File: src/rtl/pngcsp_pkg.sv
package pngcsp_pkg;

    localparam int unsigned DataW = 200;

    localparam logic [31:0] TYPE_IHDR = 32'h4948_4452;
    localparam logic [31:0] TYPE_IDAT = 32'h4944_4154;
    localparam logic [31:0] TYPE_IEND = 32'h4945_4E44;
    localparam logic [31:0] IHDR_LEN  = 32'd13;

    localparam logic [2:0] EV_IDAT   = 3'd0;
    localparam logic [2:0] EV_HEADER = 3'd1;
    localparam logic [2:0] EV_CHUNK  = 3'd2;
    localparam logic [2:0] EV_STREAM = 3'd3;
    localparam logic [2:0] EV_ERROR  = 3'd4;

    localparam logic [3:0] ERR_NONE        = 4'd0;
    localparam logic [3:0] ERR_SIGNATURE   = 4'd1;
    localparam logic [3:0] ERR_IHDR_ORDER  = 4'd2;
    localparam logic [3:0] ERR_IHDR_LEN    = 4'd3;
    localparam logic [3:0] ERR_ZERO_SIZE   = 4'd4;
    localparam logic [3:0] ERR_IDAT_EARLY  = 4'd5;
    localparam logic [3:0] ERR_NO_IHDR     = 4'd6;
    localparam logic [3:0] ERR_NO_IDAT     = 4'd7;
    localparam logic [3:0] ERR_UNSUPPORTED = 4'd8;

    typedef enum logic [6:0] {
        PH_SIG   = 7'b000_0001,
        PH_LEN   = 7'b000_0010,
        PH_TYPE  = 7'b000_0100,
        PH_DATA  = 7'b000_1000,
        PH_CRC   = 7'b001_0000,
        PH_DONE  = 7'b010_0000,
        PH_ERROR = 7'b100_0000
    } t_phase;

    typedef struct packed {
        logic [2:0]  event_res;
        logic [3:0]  error_code;
        logic [2:0]  channels;
        logic [7:0]  interlace_kind;
        logic [7:0]  colour_kind;
        logic [7:0]  sample_depth;
        logic [31:0] pix_height;
        logic [31:0] pix_width;
        logic [31:0] chunk_check_word;
        logic [31:0] chunk_data_length;
        logic [31:0] chunk_type_code;
        logic [7:0]  payload_byte;
    } t_result;

    function automatic logic [7:0] sig_byte(input logic [2:0] idx);
        logic [7:0] b;
        unique case (idx)
            3'd0:    b = 8'h89;
            3'd1:    b = 8'h50;
            3'd2:    b = 8'h4E;
            3'd3:    b = 8'h47;
            3'd4:    b = 8'h0D;
            3'd5:    b = 8'h0A;
            3'd6:    b = 8'h1A;
            default: b = 8'h0A;
        endcase
        return b;
    endfunction

    function automatic logic [2:0] chan_count(input logic [7:0] depth, input logic [7:0] colour,
                                              input logic [7:0] comp, input logic [7:0] filt,
                                              input logic [7:0] ilace);
        logic [2:0] c;
        c = 3'd0;
        if (depth == 8'd8 && comp == 8'd0 && filt == 8'd0 && ilace == 8'd0) begin
            if (colour == 8'd2) c = 3'd3;
            else if (colour == 8'd6) c = 3'd4;
        end
        return c;
    endfunction

endpackage

File: src/rtl/png_chunk_stream_parser_top.sv
// PNG chunk stream parser.
// Input: one file byte per word on the slave stream (i_s_*), signature first.
// Output: at most one event word per input byte on the master stream (o_m_*);
//   tuser carries the event (IDAT byte, header, chunk done, stream done,
//   error), tdata the payload byte, chunk framing and header fields.
// An event is registered into the output word, or into the skid word while
//   the output word is still held, when the byte that causes it is taken.
//   Throughput: one byte per clock while o_s_tready is high.
// An output register plus one skid word decouple the two sides, so a byte
//   is still taken while one event waits; o_s_tready drops only while the
//   skid word is occupied and clears as soon as the receiver drains it.
// Reset (i_rst_n low, synchronous) returns to the signature check with all
//   chunk and header state cleared and both output words empty.
// After stream done or any error, bytes are taken and dropped with no
//   event until the next reset.
module png_chunk_stream_parser_top
    import pngcsp_pkg::*;
(
    input  logic             i_clk,
    input  logic             i_rst_n,
    input  logic             i_s_tvalid,
    output logic             o_s_tready,
    input  logic [7:0]       i_s_tdata,   // [7:0] data_byte
    output logic             o_m_tvalid,
    input  logic             i_m_tready,
    output logic [DataW-1:0] o_m_tdata,   // payload_byte, chunk_type_code,
                                          // chunk_data_length, chunk_check_word,
                                          // pix_width, pix_height,
                                          // sample_depth, colour_kind,
                                          // interlace_kind, channels,
                                          // error_code, zero pad
    output logic [2:0]       o_m_tuser    // [2:0] event_res
);

    t_phase      r_phase, n_phase;
    logic [2:0]  r_pos, n_pos;
    logic [31:0] r_left, n_left;
    logic [31:0] r_len, n_len;
    logic [31:0] r_type, n_type;
    logic [31:0] r_crc, n_crc;
    logic        r_any_done, n_any_done;
    logic        r_hdr_seen, n_hdr_seen;
    logic        r_idat_seen, n_idat_seen;
    logic [31:0] r_width, n_width;
    logic [31:0] r_height, n_height;
    logic [7:0]  r_depth, n_depth;
    logic [7:0]  r_colour, n_colour;
    logic [7:0]  r_comp, n_comp;
    logic [7:0]  r_filt, n_filt;
    logic [7:0]  r_ilace, n_ilace;

    t_result     r_out, r_skid, res;
    logic        r_out_valid, r_skid_valid;
    logic        res_valid;
    logic [2:0]  res_event;
    logic [3:0]  res_err;
    logic [7:0]  res_pay;
    logic        s_take, m_take;
    logic [3:0]  hdr_idx;
    logic        last_data;
    logic [7:0]  b;

    assign o_s_tready = !r_skid_valid;
    assign s_take     = i_s_tvalid && o_s_tready;
    assign m_take     = r_out_valid && i_m_tready;
    assign b          = i_s_tdata;
    assign hdr_idx    = 4'd13 - r_left[3:0];
    assign last_data  = (r_left == 32'd1);

    always_comb begin
        n_phase     = r_phase;
        n_pos       = r_pos;
        n_left      = r_left;
        n_len       = r_len;
        n_type      = r_type;
        n_crc       = r_crc;
        n_any_done  = r_any_done;
        n_hdr_seen  = r_hdr_seen;
        n_idat_seen = r_idat_seen;
        n_width     = r_width;
        n_height    = r_height;
        n_depth     = r_depth;
        n_colour    = r_colour;
        n_comp      = r_comp;
        n_filt      = r_filt;
        n_ilace     = r_ilace;
        res_valid   = 1'b0;
        res_event   = EV_IDAT;
        res_err     = ERR_NONE;
        res_pay     = 8'd0;

        unique case (r_phase)
            PH_SIG: begin
                if (b != sig_byte(r_pos)) begin
                    n_phase   = PH_ERROR;
                    res_valid = 1'b1;
                    res_event = EV_ERROR;
                    res_err   = ERR_SIGNATURE;
                end else if (r_pos == 3'd7) begin
                    n_pos   = 3'd0;
                    n_phase = PH_LEN;
                end else begin
                    n_pos = r_pos + 3'd1;
                end
            end
            PH_LEN: begin
                n_len = {r_len[23:0], b};
                if (r_pos == 3'd3) begin
                    n_pos   = 3'd0;
                    n_phase = PH_TYPE;
                end else begin
                    n_pos = r_pos + 3'd1;
                end
            end
            PH_TYPE: begin
                n_type = {r_type[23:0], b};
                if (r_pos != 3'd3) begin
                    n_pos = r_pos + 3'd1;
                end else begin
                    n_pos = 3'd0;
                    priority if (n_type == TYPE_IHDR && r_any_done) begin
                        n_phase   = PH_ERROR;
                        res_valid = 1'b1;
                        res_event = EV_ERROR;
                        res_err   = ERR_IHDR_ORDER;
                    end else if (n_type == TYPE_IHDR && r_len != IHDR_LEN) begin
                        n_phase   = PH_ERROR;
                        res_valid = 1'b1;
                        res_event = EV_ERROR;
                        res_err   = ERR_IHDR_LEN;
                    end else if (n_type == TYPE_IDAT && !r_hdr_seen) begin
                        n_phase   = PH_ERROR;
                        res_valid = 1'b1;
                        res_event = EV_ERROR;
                        res_err   = ERR_IDAT_EARLY;
                    end else begin
                        if (n_type == TYPE_IHDR) begin
                            n_width  = 32'd0;
                            n_height = 32'd0;
                        end
                        if (n_type == TYPE_IDAT) n_idat_seen = 1'b1;
                        n_left  = r_len;
                        n_phase = (r_len == 32'd0) ? PH_CRC : PH_DATA;
                    end
                end
            end
            PH_DATA: begin
                n_left = r_left - 32'd1;
                if (last_data) n_phase = PH_CRC;
                if (r_type == TYPE_IDAT) begin
                    res_valid = 1'b1;
                    res_event = EV_IDAT;
                    res_pay   = b;
                end else if (r_type == TYPE_IHDR) begin
                    priority if (hdr_idx < 4'd4) n_width  = {r_width[23:0], b};
                    else if (hdr_idx < 4'd8)     n_height = {r_height[23:0], b};
                    else if (hdr_idx == 4'd8)    n_depth  = b;
                    else if (hdr_idx == 4'd9)    n_colour = b;
                    else if (hdr_idx == 4'd10)   n_comp   = b;
                    else if (hdr_idx == 4'd11)   n_filt   = b;
                    else                         n_ilace  = b;
                    if (last_data) begin
                        res_valid = 1'b1;
                        if (n_width == 32'd0 || n_height == 32'd0) begin
                            n_phase   = PH_ERROR;
                            res_event = EV_ERROR;
                            res_err   = ERR_ZERO_SIZE;
                        end else begin
                            n_hdr_seen = 1'b1;
                            res_event  = EV_HEADER;
                        end
                    end
                end
            end
            PH_CRC: begin
                n_crc = {r_crc[23:0], b};
                if (r_pos != 3'd3) begin
                    n_pos = r_pos + 3'd1;
                end else begin
                    n_pos      = 3'd0;
                    n_any_done = 1'b1;
                    res_valid  = 1'b1;
                    if (r_type == TYPE_IEND) begin
                        priority if (!r_hdr_seen) begin
                            n_phase   = PH_ERROR;
                            res_event = EV_ERROR;
                            res_err   = ERR_NO_IHDR;
                        end else if (!r_idat_seen) begin
                            n_phase   = PH_ERROR;
                            res_event = EV_ERROR;
                            res_err   = ERR_NO_IDAT;
                        end else if (chan_count(r_depth, r_colour, r_comp, r_filt,
                                                r_ilace) == 3'd0) begin
                            n_phase   = PH_ERROR;
                            res_event = EV_ERROR;
                            res_err   = ERR_UNSUPPORTED;
                        end else begin
                            n_phase   = PH_DONE;
                            res_event = EV_STREAM;
                        end
                    end else begin
                        n_phase   = PH_LEN;
                        res_event = EV_CHUNK;
                    end
                end
            end
            PH_DONE, PH_ERROR: begin
            end
            default: begin
            end
        endcase
    end

    always_comb begin
        res.event_res         = res_event;
        res.error_code        = res_err;
        res.channels          = chan_count(n_depth, n_colour, n_comp, n_filt, n_ilace);
        res.interlace_kind    = n_ilace;
        res.colour_kind       = n_colour;
        res.sample_depth      = n_depth;
        res.pix_height        = n_height;
        res.pix_width         = n_width;
        res.chunk_check_word  = n_crc;
        res.chunk_data_length = n_len;
        res.chunk_type_code   = n_type;
        res.payload_byte      = res_pay;
    end

    always_ff @(posedge i_clk) begin
        if (!i_rst_n) begin
            r_phase     <= PH_SIG;
            r_pos       <= 3'd0;
            r_left      <= 32'd0;
            r_len       <= 32'd0;
            r_type      <= 32'd0;
            r_crc       <= 32'd0;
            r_any_done  <= 1'b0;
            r_hdr_seen  <= 1'b0;
            r_idat_seen <= 1'b0;
            r_width     <= 32'd0;
            r_height    <= 32'd0;
            r_depth     <= 8'd0;
            r_colour    <= 8'd0;
            r_comp      <= 8'd0;
            r_filt      <= 8'd0;
            r_ilace     <= 8'd0;
        end else if (s_take) begin
            r_phase     <= n_phase;
            r_pos       <= n_pos;
            r_left      <= n_left;
            r_len       <= n_len;
            r_type      <= n_type;
            r_crc       <= n_crc;
            r_any_done  <= n_any_done;
            r_hdr_seen  <= n_hdr_seen;
            r_idat_seen <= n_idat_seen;
            r_width     <= n_width;
            r_height    <= n_height;
            r_depth     <= n_depth;
            r_colour    <= n_colour;
            r_comp      <= n_comp;
            r_filt      <= n_filt;
            r_ilace     <= n_ilace;
        end
    end

    // output word plus one skid word
    always_ff @(posedge i_clk) begin
        if (!i_rst_n) begin
            r_out_valid  <= 1'b0;
            r_skid_valid <= 1'b0;
        end else if (s_take && res_valid) begin
            if (!r_out_valid || m_take) begin
                r_out_valid <= 1'b1;
                r_out       <= res;
            end else begin
                r_skid_valid <= 1'b1;
                r_skid       <= res;
            end
        end else if (m_take) begin
            r_out_valid  <= r_skid_valid;
            r_out        <= r_skid;
            r_skid_valid <= 1'b0;
        end
    end

    assign o_m_tvalid = r_out_valid;
    assign o_m_tuser  = r_out.event_res;
    assign o_m_tdata  = {1'b0, r_out.error_code, r_out.channels, r_out.interlace_kind,
                         r_out.colour_kind, r_out.sample_depth, r_out.pix_height,
                         r_out.pix_width, r_out.chunk_check_word,
                         r_out.chunk_data_length, r_out.chunk_type_code,
                         r_out.payload_byte};

    a_skid_needs_out: assert property (@(posedge i_clk) disable iff (!i_rst_n)
        r_skid_valid |-> r_out_valid)
        else $error("skid word held with empty output word");

    a_error_sticky: assert property (@(posedge i_clk) disable iff (!i_rst_n)
        (r_phase == PH_ERROR) |=> (r_phase == PH_ERROR))
        else $error("left error phase without reset");

    a_done_sticky: assert property (@(posedge i_clk) disable iff (!i_rst_n)
        (r_phase == PH_DONE) |=> (r_phase == PH_DONE))
        else $error("left done phase without reset");

    a_err_code_event: assert property (@(posedge i_clk) disable iff (!i_rst_n)
        (r_out_valid && r_out.event_res != EV_ERROR) |->
            (r_out.error_code == ERR_NONE))
        else $error("error code set on a non-error event");

    a_payload_idat: assert property (@(posedge i_clk) disable iff (!i_rst_n)
        (r_out_valid && r_out.event_res != EV_IDAT) |-> (r_out.payload_byte == 8'd0))
        else $error("payload byte set on a non-IDAT event");

endmodule

File: config.mk
export PLATFORM = sky130hd
export DESIGN_NAME = png_chunk_stream_parser_top
export DESIGN_NICKNAME = d
export VERILOG_FILES = /design/src/rtl/pngcsp_pkg.sv /design/src/rtl/png_chunk_stream_parser_top.sv
export SDC_FILE = /design/constraint.sdc
export NUM_CORES = 1
export LEC_CHECK = 0
export BUFFER_PORTS_ARGS = -buffer_cell sky130_fd_sc_hd__buf_2
export CAP_MARGIN = 10
export CORE_MARGIN = 8
export CORE_UTILIZATION = 40
export DETAILED_ROUTE_END_ITERATION = 10
export SKIP_LAST_GASP = 1
export SYNTH_ARGS = -nofsm -noshare
export SYNTH_HDL_FRONTEND = slang
export SYNTH_SLANG_ARGS = --single-unit
File: constraint.sdc
create_clock -name i_clk -period 30.7 [get_ports i_clk]
set_clock_uncertainty 0.1 [all_clocks]
set_input_delay 6.14 -clock i_clk [delete_from_list [all_inputs] [get_ports i_clk]]
set_output_delay 6.14 -clock i_clk [all_outputs]
set_load 0.02 [all_outputs]
# After elaboration in Yosys (flattened, before gate mapping)
# Index checks and enable logic that the tools add are counted.
# classes
bitwise	7
add_sub_neg	3
n_lt_le_gt_ge	2
n_eq_ne	40
n_mux	160
reduce_logical	43
# op_table
operator	n
2-to-1 mux 32 bit	30
2-to-1 mux 202 bit	3
2-to-1 mux 8 bit	42
case mux 32 bit (2 select lines)	3
== test 32 x 31 -> 1 bit (second input constant)	5
2-to-1 mux 7 bit	17
2-to-1 mux 3 bit	37
logical NOT 32 bit	3
logical NOT 8 bit	6
case mux 8 bit (6 select lines)	1
case mux 7 bit (5 select lines)	1
== test 32 x 1 -> 1 bit (second input constant)	1
!= test 32 x 4 -> 1 bit (second input constant)	1
subtractor 32 x 1 -> 32 bit (second input constant)	1
2-to-1 mux 4 bit	5
AND reduction 6 bit	3
== test 4 bit (second input constant)	4
== test 8 x 2 -> 1 bit (second input constant)	2
== test 8 x 3 -> 1 bit (second input constant)	2
== test 8 x 4 -> 1 bit (second input constant)	2
2-to-1 mux 1 bit	16
!= test 2 bit (second input constant)	8
case mux 4 bit (4 select lines)	1
logical AND 1 bit	12
31 further kinds	49
# totals
wordCells	297
inputBits	12
reg_bits	651

# Logic depth before layout (Yosys ltp)
# Gate-level depths: netlist of the first run.
# depth
word_depth	19
mapped_depth	14
ltp_nobuf	10

# Worst setup path after synthesis of the first run
# No wires, ideal clock.
# synth_timing
path_kind	input port to flip-flop
start	input port i_s_tdata[0]
end	register r_skid[0] (netlist bit), enable pin
path_slack_ns	7.466
stages	10
n_path_buf	3
t_arrival_ns	22.123
path_cell_list	clkbuf_1 > or4_1 > nor4_1 > nand4_1 > o22ai_1 > a21boi_0 > a31o_2 > clkbuf_1 > clkbuf_1 > nor3_1
# synth_between
elab_chain_cells	9
elab_cells_between_ends	14
cone_classes	eq/ne (3); mux (6); reduce/logical (5)
# synth_lines
element	line	source
from (decl)	png_chunk_stream_parser_top.sv:23	input logic [7:0] i_s_tdata,
== test 32 x 31 -> 1 bit	png_chunk_stream_parser_top.sv:131	end else if (n_type == TYPE_IDAT && !r_hdr_seen) begin
logical AND 1 bit	png_chunk_stream_parser_top.sv:131	
2-to-1 mux 1 bit	png_chunk_stream_parser_top.sv:131	
2-to-1 mux 1 bit	png_chunk_stream_parser_top.sv:126	end else if (n_type == TYPE_IHDR && r_len != IHDR_LEN) begin
2-to-1 mux 1 bit	png_chunk_stream_parser_top.sv:121	priority if (n_type == TYPE_IHDR && r_any_done) begin
2-to-1 mux 1 bit	png_chunk_stream_parser_top.sv:117	if (r_pos != 3'd3) begin
case mux 1 bit (4 select lines) (*)	png_chunk_stream_parser_top.sv:92	unique case (r_phase)
logical AND 1 bit (*)	png_chunk_stream_parser_top.sv:272	end else if (s_take && res_valid) begin
AND reduction 3 bit (no source line) (*)	-	
to (signal assigned)	png_chunk_stream_parser_top.sv:278	r_skid <= res;
to (decl)	png_chunk_stream_parser_top.sv:52	t_result r_out, r_skid, res;
# Mark *: on every way between the ends. The rest lies on a longest branch, timed or not.
# A chain may end at the register's enable or synchronous reset.

# Final worst setup path of the first run
# layout_timing
start	input port i_s_tdata[3]
end	register r_out, in the netlist o_m_tdata[96] (data pin)
# layout_between
elab_chain_cells	9
elab_cells_between_ends	14
cone_classes	eq/ne (3); mux (7); reduce/logical (4)
# layout_lines
element	line	source
== test 32 x 31 -> 1 bit	png_chunk_stream_parser_top.sv:131	
logical AND 1 bit	png_chunk_stream_parser_top.sv:131	
2-to-1 mux 1 bit	png_chunk_stream_parser_top.sv:131	
2-to-1 mux 1 bit	png_chunk_stream_parser_top.sv:126	
2-to-1 mux 1 bit	png_chunk_stream_parser_top.sv:121	
2-to-1 mux 1 bit	png_chunk_stream_parser_top.sv:117	
case mux 1 bit (4 select lines) (*)	png_chunk_stream_parser_top.sv:92	
logical AND 1 bit (*)	png_chunk_stream_parser_top.sv:272	
2-to-1 mux 202 bit (*)	png_chunk_stream_parser_top.sv:272	
to (signal assigned)	png_chunk_stream_parser_top.sv:275	r_out <= res;
to (signal assigned)	png_chunk_stream_parser_top.sv:282	r_out <= r_skid;
to (decl)	png_chunk_stream_parser_top.sv:52	
# Marks and branches as above.

==> results of run 1 <==
## registers in the layout, indices dropped and copies added, names as in the netlist, 3 cells and up
name	flops
r_skid	201
o_m_tdata	198
r_crc	32
r_height	32
r_left	32
r_len	32
r_type	32
r_width	32
r_colour	8
r_comp	8
r_depth	8
r_filt	8
r_ilace	8
r_phase	7
o_m_tuser	3
r_pos	3
## worst max-delay path by stage
| stage | endpoint | startpoint | slack (ps) |
|---|---|---|---|
| 5_1_grt | o_m_tdata[46] | i_s_tdata[3] | 19550 |
| 4_1_cts | o_m_tdata[96] | i_s_tdata[3] | 20060 |
| 6_report | o_m_tdata[96] | i_s_tdata[3] | 20020 |
| 3_3_place_gp | o_m_tdata[98] | i_s_tdata[3] | 19500 |
| 2_1_floorplan | r_skid[0] | i_s_tdata[0] | 7470 |
| 3_5_place_dp | o_m_tdata[50] | i_s_tdata[3] | 19490 |
## through the flow
stage | area (um2) | hold WS (ps) | utilization, % | cells
2_1_floorplan | 28000 | 332 | - | 2668
3_3_place_gp | 29800 | 339 | 42.8 | 3674
3_5_place_dp | 29800 | 347 | 42.8 | 3674
4_1_cts | 32000 | 356 | 46.0 | 3803
5_1_grt | 32100 | 376 | 46.0 | 3806
6_report | 32100 | 354 | 46.0 | 3808
## report_power, final
part	total (mW)	internal (mW)	switching [mW]
registers	1.03	0.997	0.0297
clock network	0.812	0.467	0.344
logic	0.280	0.0828	0.197
## critical path: stages
cell and delay (ps):
buf_2 400, nand2b_1 120, a2111oi_0 460, a22oi_1 170, o31ai_1 580, a21boi_0 770
a31o_4 450, buf_4 820, buf_4 690, o21ai_0 190
## metal layers
| metal | up-vias | track usage [%] | wire [um] |
|---|---|---|---|
| met5 | - | 0 | 41 |
| met4 | 6 | 5.36 | 1640 |
| met3 | 118 | 3.37 | 4120 |
| met2 | 546 | 30.7 | 35900 |
| met1 | 9779 | 23.6 | 31700 |
| li1 | 9703 | - | - |
## synthesized netlist by cell type (6+ instances only)
library cell | count | share of area, %
a211oi_1 | 82 | 2.2
a21oi_1 | 164 | 2.9
and2_1 | 16 | 0.36
and3_1 | 16 | 0.36
buf_1 | 12 | 0.16
buf_2 | 11 | 0.20
buf_4 | 12 | 0.32
clkbuf_1 | 140 | 1.9
dfxtp_1 | 247 | 18
edfxtp_1 | 402 | 43
ha_1 | 14 | 0.62
inv_1 | 91 | 1.2
mux2_1 | 7 | 0.28
mux2_2 | 82 | 3.3
mux2i_1 | 153 | 5.5
nand2_1 | 614 | 8.2
nand2b_1 | 12 | 0.27
nand3_1 | 18 | 0.32
nand4_1 | 13 | 0.29
nor2_1 | 216 | 2.9
nor2b_1 | 6 | 0.13
nor3_1 | 30 | 0.54
nor4_1 | 50 | 1.1
nor4b_1 | 6 | 0.19
o211ai_1 | 11 | 0.29
o21a_1 | 12 | 0.32
o21ai_0 | 116 | 2.1
or3_1 | 10 | 0.22
or4_1 | 8 | 0.21
## logic make-up (layout without fill, tap and decap cells)
group	Yosys count	in the layout	synth area share, %
compound gates	442	442	9.48
xor+xnor	5	5	0.156
fa+ha+maj	14	14	0.625
buf+inv	269	466	3.86
flops	649	649	60.7
mux	243	243	9.09
other cells	1	4	0.0134
simple gates	1045	1045	16.1
## cell type report
type	count	area share [%]
Sequential cell	649	53.1
Multi-Input combinational cell	1750	31.2
Clock buffer	98	6.15
Timing Repair Buffer	245	4.09
Tap cell	940	3.67
Inverter	92	1.09
Clock inverter	31	0.691
Antenna cell	3	0.0234
==> impl_metrics.tcl, run 1 <==
set metrics [dict create \
    initial_core_util_pct 40.2 \
    cts_inserted_buffers 71 \
    final_common_cell "nand2_1" \
    antenna_found_initial 6 \
    vias 20152 \
    avgSynthCellArea_um2 10.5 \
    die_y_um 281 \
    ys_seq_area_share_pct 60.7 \
    cts_max_path_buffers 3 \
    drv_cap 0 \
    ant_nets 0 \
    syn_area_um2 28000 \
    cts_hold_buffers 0 \
    ys_seq_elements 649 \
    synthDistinctLibCells 76 \
    ir_drop_uv 39.4 \
    worst-setup-path-type "input port to flop" \
    gp_congestion 0.846 \
    layout-drive-gt1-share_pct 15.7 \
    setup_ws_ps 20020 \
    multi_input_area_um2 10000 \
    finalHoldViolCount 0 \
    grt-ovfl-total 0 \
    dpl_worst_slack_ps 19490 \
    critical_path.endpoint_type "flop" \
    grt_pass1_wl_mm 115 \
    finalMaxSlewViolations 0 \
    worstPathMaxFanout 103 \
    setup_viol 0 \
    grt_max_degree 104 \
    fmax_ghz 0.0936 \
    ctsResizeCount 0 \
    rows 97 \
    worst_pin_slew_ps 1170 \
    io_buffers 215 \
    rr_startpoint "r_pos[0]" \
    insertion_delay_ps 610 \
    track_usage_pct 18.2 \
    die_w_um 281 \
    ff_latch_area_um2 17000 \
    yosysWarnings 0 \
    synthArstFlopShare_pct 0 \
    layout_common_cells "614 x nand2_1, 402 x edfxtp_1, 247 x dfxtp_1, 215 x buf_2, 214 x nor2_1" \
    crit_required_ps 30910 \
    clkSlewWorstSetupHoldPaths_ps 60 \
    syn_to_final_growth_pct 14.4 \
    drtIter0Drc 1337 \
    status "finished, final reports clean" \
    firstDrtPassIters 6 \
    power.density_nw_per_um2 66.0 \
    h-tree-depth 3 \
    total_power_mw 2.12 \
    wl_per_cell_um 19.3 \
    cts.sinks 649 \
    grt_pass1_vias 19715 \
    hold_start "r_comp[7]" \
    avgViaCountPerCell 5.29 \
    post_cts_buffers 0 \
    synth_fp_nets 2694 \
    start_kind "input port" \
    r2r-end "o_m_tdata[96]" \
    synth-edff-count 402 \
    cts_tree "done" \
    rsz0062_at_grt "false" \
    num_io_pins 217 \
    fillerInstances 6482 \
    period_needed_ps 10680 \
    slew_headroom_pct 22.3 \
    worstHoldPathCells 2 \
    cellLeakagePower_nw 12.3 \
    setup_tns_ps 0 \
    hold_path_end "r_comp[7]" \
    nNetsFinal 2835 \
    rrSetupSlack_ps 25010 \
    dieArea_um2 78800 \
    drc_errors 0 \
    core_region_area_um2 69700 \
    hold_class "flop to flop" \
    synth_cells 2668 \
    rr_worst_depth 11 \
    ys.flop_type "edfxtp_1" \
    routed_wl_mm 73.4 \
    arrival_ps 10900 \
    root_buffer "clkbuf_16" \
    dp_hpwl_mm 48.2 \
    fin_crit_sh_pct 34.8 \
]
(Power assumes the default switching activity.)
==> inputs of run 2 (changes only) <==
==> constraint.sdc (replaced) <==
create_clock -name i_clk -period 9.06 [get_ports i_clk]
set_clock_uncertainty 0.1 [all_clocks]
set_input_delay 1.812 -clock i_clk [delete_from_list [all_inputs] [get_ports i_clk]]
set_output_delay 1.812 -clock i_clk [all_outputs]
set_load 0.02 [all_outputs]
==> run 2 against run 1 <==
  * First-iteration DRC count increased by 3.6%
  * Setup slack worse by 17000 ps
  * Non-clock buffer count fell by 3
  * Count of clock-buffer cells in the layout is 4 higher
  * Critical path depth unchanged
  * Global-route usage decreased by 0.16 points
  * Largest cell class unchanged
  * Highest routed layer unchanged
==> impl_metrics.tcl, run 2 (synthesis gave the netlist of run 1 again) <==
set metrics [dict create \
    die_w_um 281 \
    cts_hold_buffers 0 \
    dp_hpwl_mm 48.4 \
    finalHoldViolCount 0 \
    worst_pin_slew_ps 1210 \
    worstPathMaxFanout 114 \
    ir_drop_uv 123 \
    cts.sinks 649 \
    routedLengthMet1_mm 31.3 \
    rows 97 \
    placedInstanceArea_um2 29900 \
    routed_wl_mm 73.7 \
    routed.top_layer "met5" \
    root_buffer "clkbuf_16" \
    largest_register_ffs 201 \
    period_needed_ps 5940 \
    finalMaxSlewViolations 0 \
    dieArea_um2 78800 \
    io_buffers 215 \
    ctsResizeCount 0 \
    whs_ps 350 \
    cts_tree "done" \
    grt_pass1_vias 19428 \
    crit_chain "buf_2 -> nand2b_1 -> a2111oi_0 -> a22oi_1 -> o31ai_1 -> a21boi_2 -> a31o_4 -> buf_4 -> buf_4 -> o21ai_0" \
    layout_common_cells "614 x nand2_1, 402 x edfxtp_1, 247 x dfxtp_1, 215 x nor2_1, 215 x buf_2" \
    layout-drive-gt1-share_pct 16.0 \
    critical_path.endpoint_type "flop" \
    track_usage_pct 18.0 \
    hold_class "flop to flop" \
    insertion_delay_ps 620 \
    nNetsFinal 2832 \
    drv_cap 0 \
    fmax_ghz 0.168 \
    cp_slowest_cell "buf_4" \
    cts_inserted_buffers 71 \
    firstDrtPassIters 5 \
    wl_per_cell_um 19.3 \
    top_register "r_skid" \
    slew_headroom_pct 19.5 \
    syn_to_final_growth_pct 15.1 \
    setup_viol 0 \
    drc_errors 0 \
    grt-ovfl-total 0 \
    start_kind "input port" \
    initial_core_util_pct 40.2 \
    drtIter0Drc 1385 \
    design_area_um2 32300 \
    grt_max_degree 123 \
    power.density_nw_per_um2 228 \
    avgViaCountPerCell 5.30 \
    h-tree-depth 3 \
    ant_nets 0 \
    route.met2.wl_mm 36.4 \
    crit_required_ps 9290 \
    route.met3.wl_mm 4.54 \
    final_core_util_pct 46.3 \
    grt_pass1_wl_mm 114 \
    antenna_found_initial 7 \
    worst-setup-path-type "input port to flop" \
    post_cts_buffers 0 \
    status "finished, final reports clean" \
    die_y_um 281 \
    cts_max_path_buffers 3 \
    max_stage_delay_ps 860 \
    gp_congestion 0.852 \
    num_io_pins 217 \
    rsz0062_at_grt "false" \
    path_common_cell "buf_4" \
    arrival_ps 6170 \
    setup_tns_ps 0 \
    cellLeakagePower_nw 12.4 \
    final_common_cell "nand2_1" \
    clkSlewWorstSetupHoldPaths_ps 60 \
    fin_crit_sh_pct 65.6 \
    core_region_area_um2 69700 \
    vias 20189 \
]
run 2: power by group:
part,internal [mW],total [mW],switching (mW)
clock,1.72,2.94,1.22
sequential,3.38,3.48,0.100
combinational,0.283,0.952,0.669
total,5.37,7.37,1.99
run 2: critical path: cells and delay by family:
| kind | cells | cell delay (ps) |
|---|---|---|
| simple gates | 1 | 130 |
| compound gates | 6 | 2160 |
| buf+inv | 3 | 2010 |
run 2: area by class of cell:
type / count / area (um2)
Fill cell: 6452 / 37400
Tap cell: 940 / 1180
Clock buffer: 102 / 2010
Timing Repair Buffer: 242 / 1310
Multi-Input combinational cell: 1750 / 10000
Sequential cell: 649 / 17000
Inverter: 92 / 350
Antenna cell: 3 / 7.51
Clock inverter: 30 / 368
run 2: worst paths after layout:
check | from | end | slack [ps] | cells past startpoint
worst min-delay path | r_comp[4] | r_comp[4] | 350 | 2
worst max register to register | r_pos[0] | o_m_tdata[42] | 3880 | 11
worst max-delay path | i_s_tdata[3] | o_m_tdata[42] | 3120 | 10
worst min register to register | r_comp[4] | r_comp[4] | 350 | 2
run 2: layer usage:
layer	vias to the layer above	global-route usage, %
met2	549	30.8
met5	-	0
li1	9699	-
met3	109	3.70
met4	8	4.94
met1	9824	23.0
run 2: metrics by stage:
| step | cells | setup WS, ps | power (mW) |
|---|---|---|---|
| finish | 3808 | 3120 | 7.37 |
| global route | 3806 | 2790 | 7.66 |
| CTS | 3803 | 3140 | 7.46 |
| detailed placement | 3671 | 2460 | 4.51 |
| global placement | 3671 | 2730 | 4.49 |
| floorplan | 2668 | 21.0 | 4.19 |
==> inputs of run 3 (changes only) <==
==> constraint.sdc (replaced) <==
create_clock -name i_clk -period 5.1 [get_ports i_clk]
set_clock_uncertainty 0.1 [all_clocks]
set_input_delay 1.02 -clock i_clk [delete_from_list [all_inputs] [get_ports i_clk]]
set_output_delay 1.02 -clock i_clk [all_outputs]
set_load 0.02 [all_outputs]
==> run 3 against run 2 <==
  * Clock power grew 83%
  * Register-to-register slack worse by 2900 ps
  * Total power is 80% higher
  * Largest cell class unchanged
  * Non-clock buffer count is 27 higher
  * Hold slack improved by 5.6 ps
  * Combinational power rose by 84%
  * Critical endpoint is now o_m_tdata[26]
  * Die area is the same
  * Cell count is 0.79% higher
==> impl_metrics.tcl, run 3 (synthesis gave the netlist of run 1 again) <==
set metrics [dict create \
    hold_start "r_comp[1]" \
    core_region_area_um2 69700 \
    ir_drop_uv 213 \
    crit_chain "or3b_2 -> nor3b_1 -> and2_1 -> and3_1 -> nor2_1 -> a31o_4 -> o21a_1 -> nor2_4 -> buf_12" \
    gp_congestion 0.841 \
    fin_crit_sh_pct 79.9 \
    fillerInstances 6449 \
    setup_tns_ps 0 \
    ctsResizeCount 0 \
    avgViaCountPerCell 5.23 \
    slew_headroom_pct 21.4 \
    fmax_ghz 0.245 \
    total_power_mw 13.3 \
    cp-startpoint "r_type[6]" \
    dieArea_um2 78800 \
    cts.sinks 649 \
    clkSlewWorstSetupHoldPaths_ps 70 \
    worst-setup-path-type "flop to flop" \
    insertion_delay_ps 610 \
    cellLeakagePower_nw 12.6 \
    start_kind "flop" \
    rows 97 \
    routed_wl_mm 74.2 \
    cp_slowest_cell "or3b_2" \
    grt-ovfl-total 0 \
    dpl_worst_slack_ps 766 \
    max_stage_delay_ps 540 \
    nNetsFinal 2859 \
    cts_inserted_buffers 71 \
    worstPathMaxFanout 54 \
    period_needed_ps 4080 \
    cts_max_path_buffers 3 \
    layout_common_cells "614 x nand2_1, 402 x edfxtp_1, 247 x dfxtp_1, 215 x buf_2, 214 x nor2_1" \
    grt_pass1_vias 19691 \
    final_core_util_pct 47.0 \
    io_buffers 215 \
    h-tree-depth 3 \
    finalMaxSlewViolations 0 \
    grt_pass1_wl_mm 116 \
    arrival_ps 4250 \
    post_cts_buffers 0 \
    antenna_found_initial 5 \
    hold_class "flop to flop" \
    drv_cap 0 \
    setup_viol 0 \
    num_io_pins 217 \
    critical_path.endpoint_type "flop" \
    dp_hpwl_mm 49.6 \
    firstDrtPassIters 5 \
    track_usage_pct 18.4 \
    layout-drive-gt1-share_pct 17.1 \
    top_register "r_skid" \
    drc_errors 0 \
    drtIter0Drc 1497 \
    rsz0062_at_grt "false" \
    final_common_cell "nand2_1" \
    placedInstanceArea_um2 30200 \
    syn_to_final_growth_pct 16.8 \
    crit_required_ps 5280 \
    die_w_um 281 \
    worst_pin_slew_ps 1180 \
    setup_ws_ps 1020 \
    die_y_um 281 \
    root_buffer "clkbuf_16" \
    grt_max_degree 168 \
    rr_startpoint "r_type[6]" \
    status "finished, final reports clean" \
    ant_nets 0 \
    wl_per_cell_um 19.3 \
    initial_core_util_pct 40.2 \
    vias 20090 \
    cts_hold_buffers 0 \
    design_area_um2 32700 \
    power.density_nw_per_um2 406 \
    finalHoldViolCount 0 \
    cts_tree "done" \
    largest_register_ffs 201 \
]
run 3: layer usage:
| metal | wire [um] | global-route usage [%] | up-vias |
|---|---|---|---|
| met3 | 4190 | 3.47 | 91 |
| li1 | - | - | 9763 |
| met2 | 36000 | 30.9 | 479 |
| met5 | 12 | 0 | - |
| met4 | 1180 | 4.39 | 2 |
| met1 | 32800 | 24.5 | 9755 |
run 3: critical path, delay by kind of cell (launching register included):
| family | cells | cell delay (ps) |
|---|---|---|
| flip-flops | 1 | 420 |
| AND/OR/NAND/NOR | 6 | 2190 |
| AO/OA/AOI/OAI | 2 | 650 |
| buffers and inverters | 1 | 330 |
run 3: stage by stage:
stage | instances | hold slack (ps)
6_report | 3838 | 355
5_1_grt | 3832 | 378
4_1_cts | 3830 | 355
3_5_place_dp | 3698 | 347
3_3_place_gp | 3698 | 338
2_1_floorplan | 2668 | 332
run 3: worst paths after layout:
kind	to	slack, ps	cells after the start
setup / recovery	o_m_tdata[26]	1020	9
hold / removal	r_comp[1]	360	2
setup reg to reg	o_m_tdata[26]	1020	9
hold reg to reg	r_comp[1]	360	2
run 3: power by group:
group / internal [mW] / switching [mW]
clock: 3.22 / 2.14
sequential: 5.99 / 0.178
combinational: 0.552 / 1.20
total: 9.77 / 3.52
run 3: area by class of cell:
cell class	instances	area, um2	area share [%]
sequential	649	17000	52.0
multi-input combinational	1750	10000	30.7
clock buffer	107	2130	6.52
timing repair buffer	269	1660	5.07
tap	940	1180	3.59
inverter	92	350	1.07
clock inverter	25	348	1.06
antenna	6	15.0	0.0459
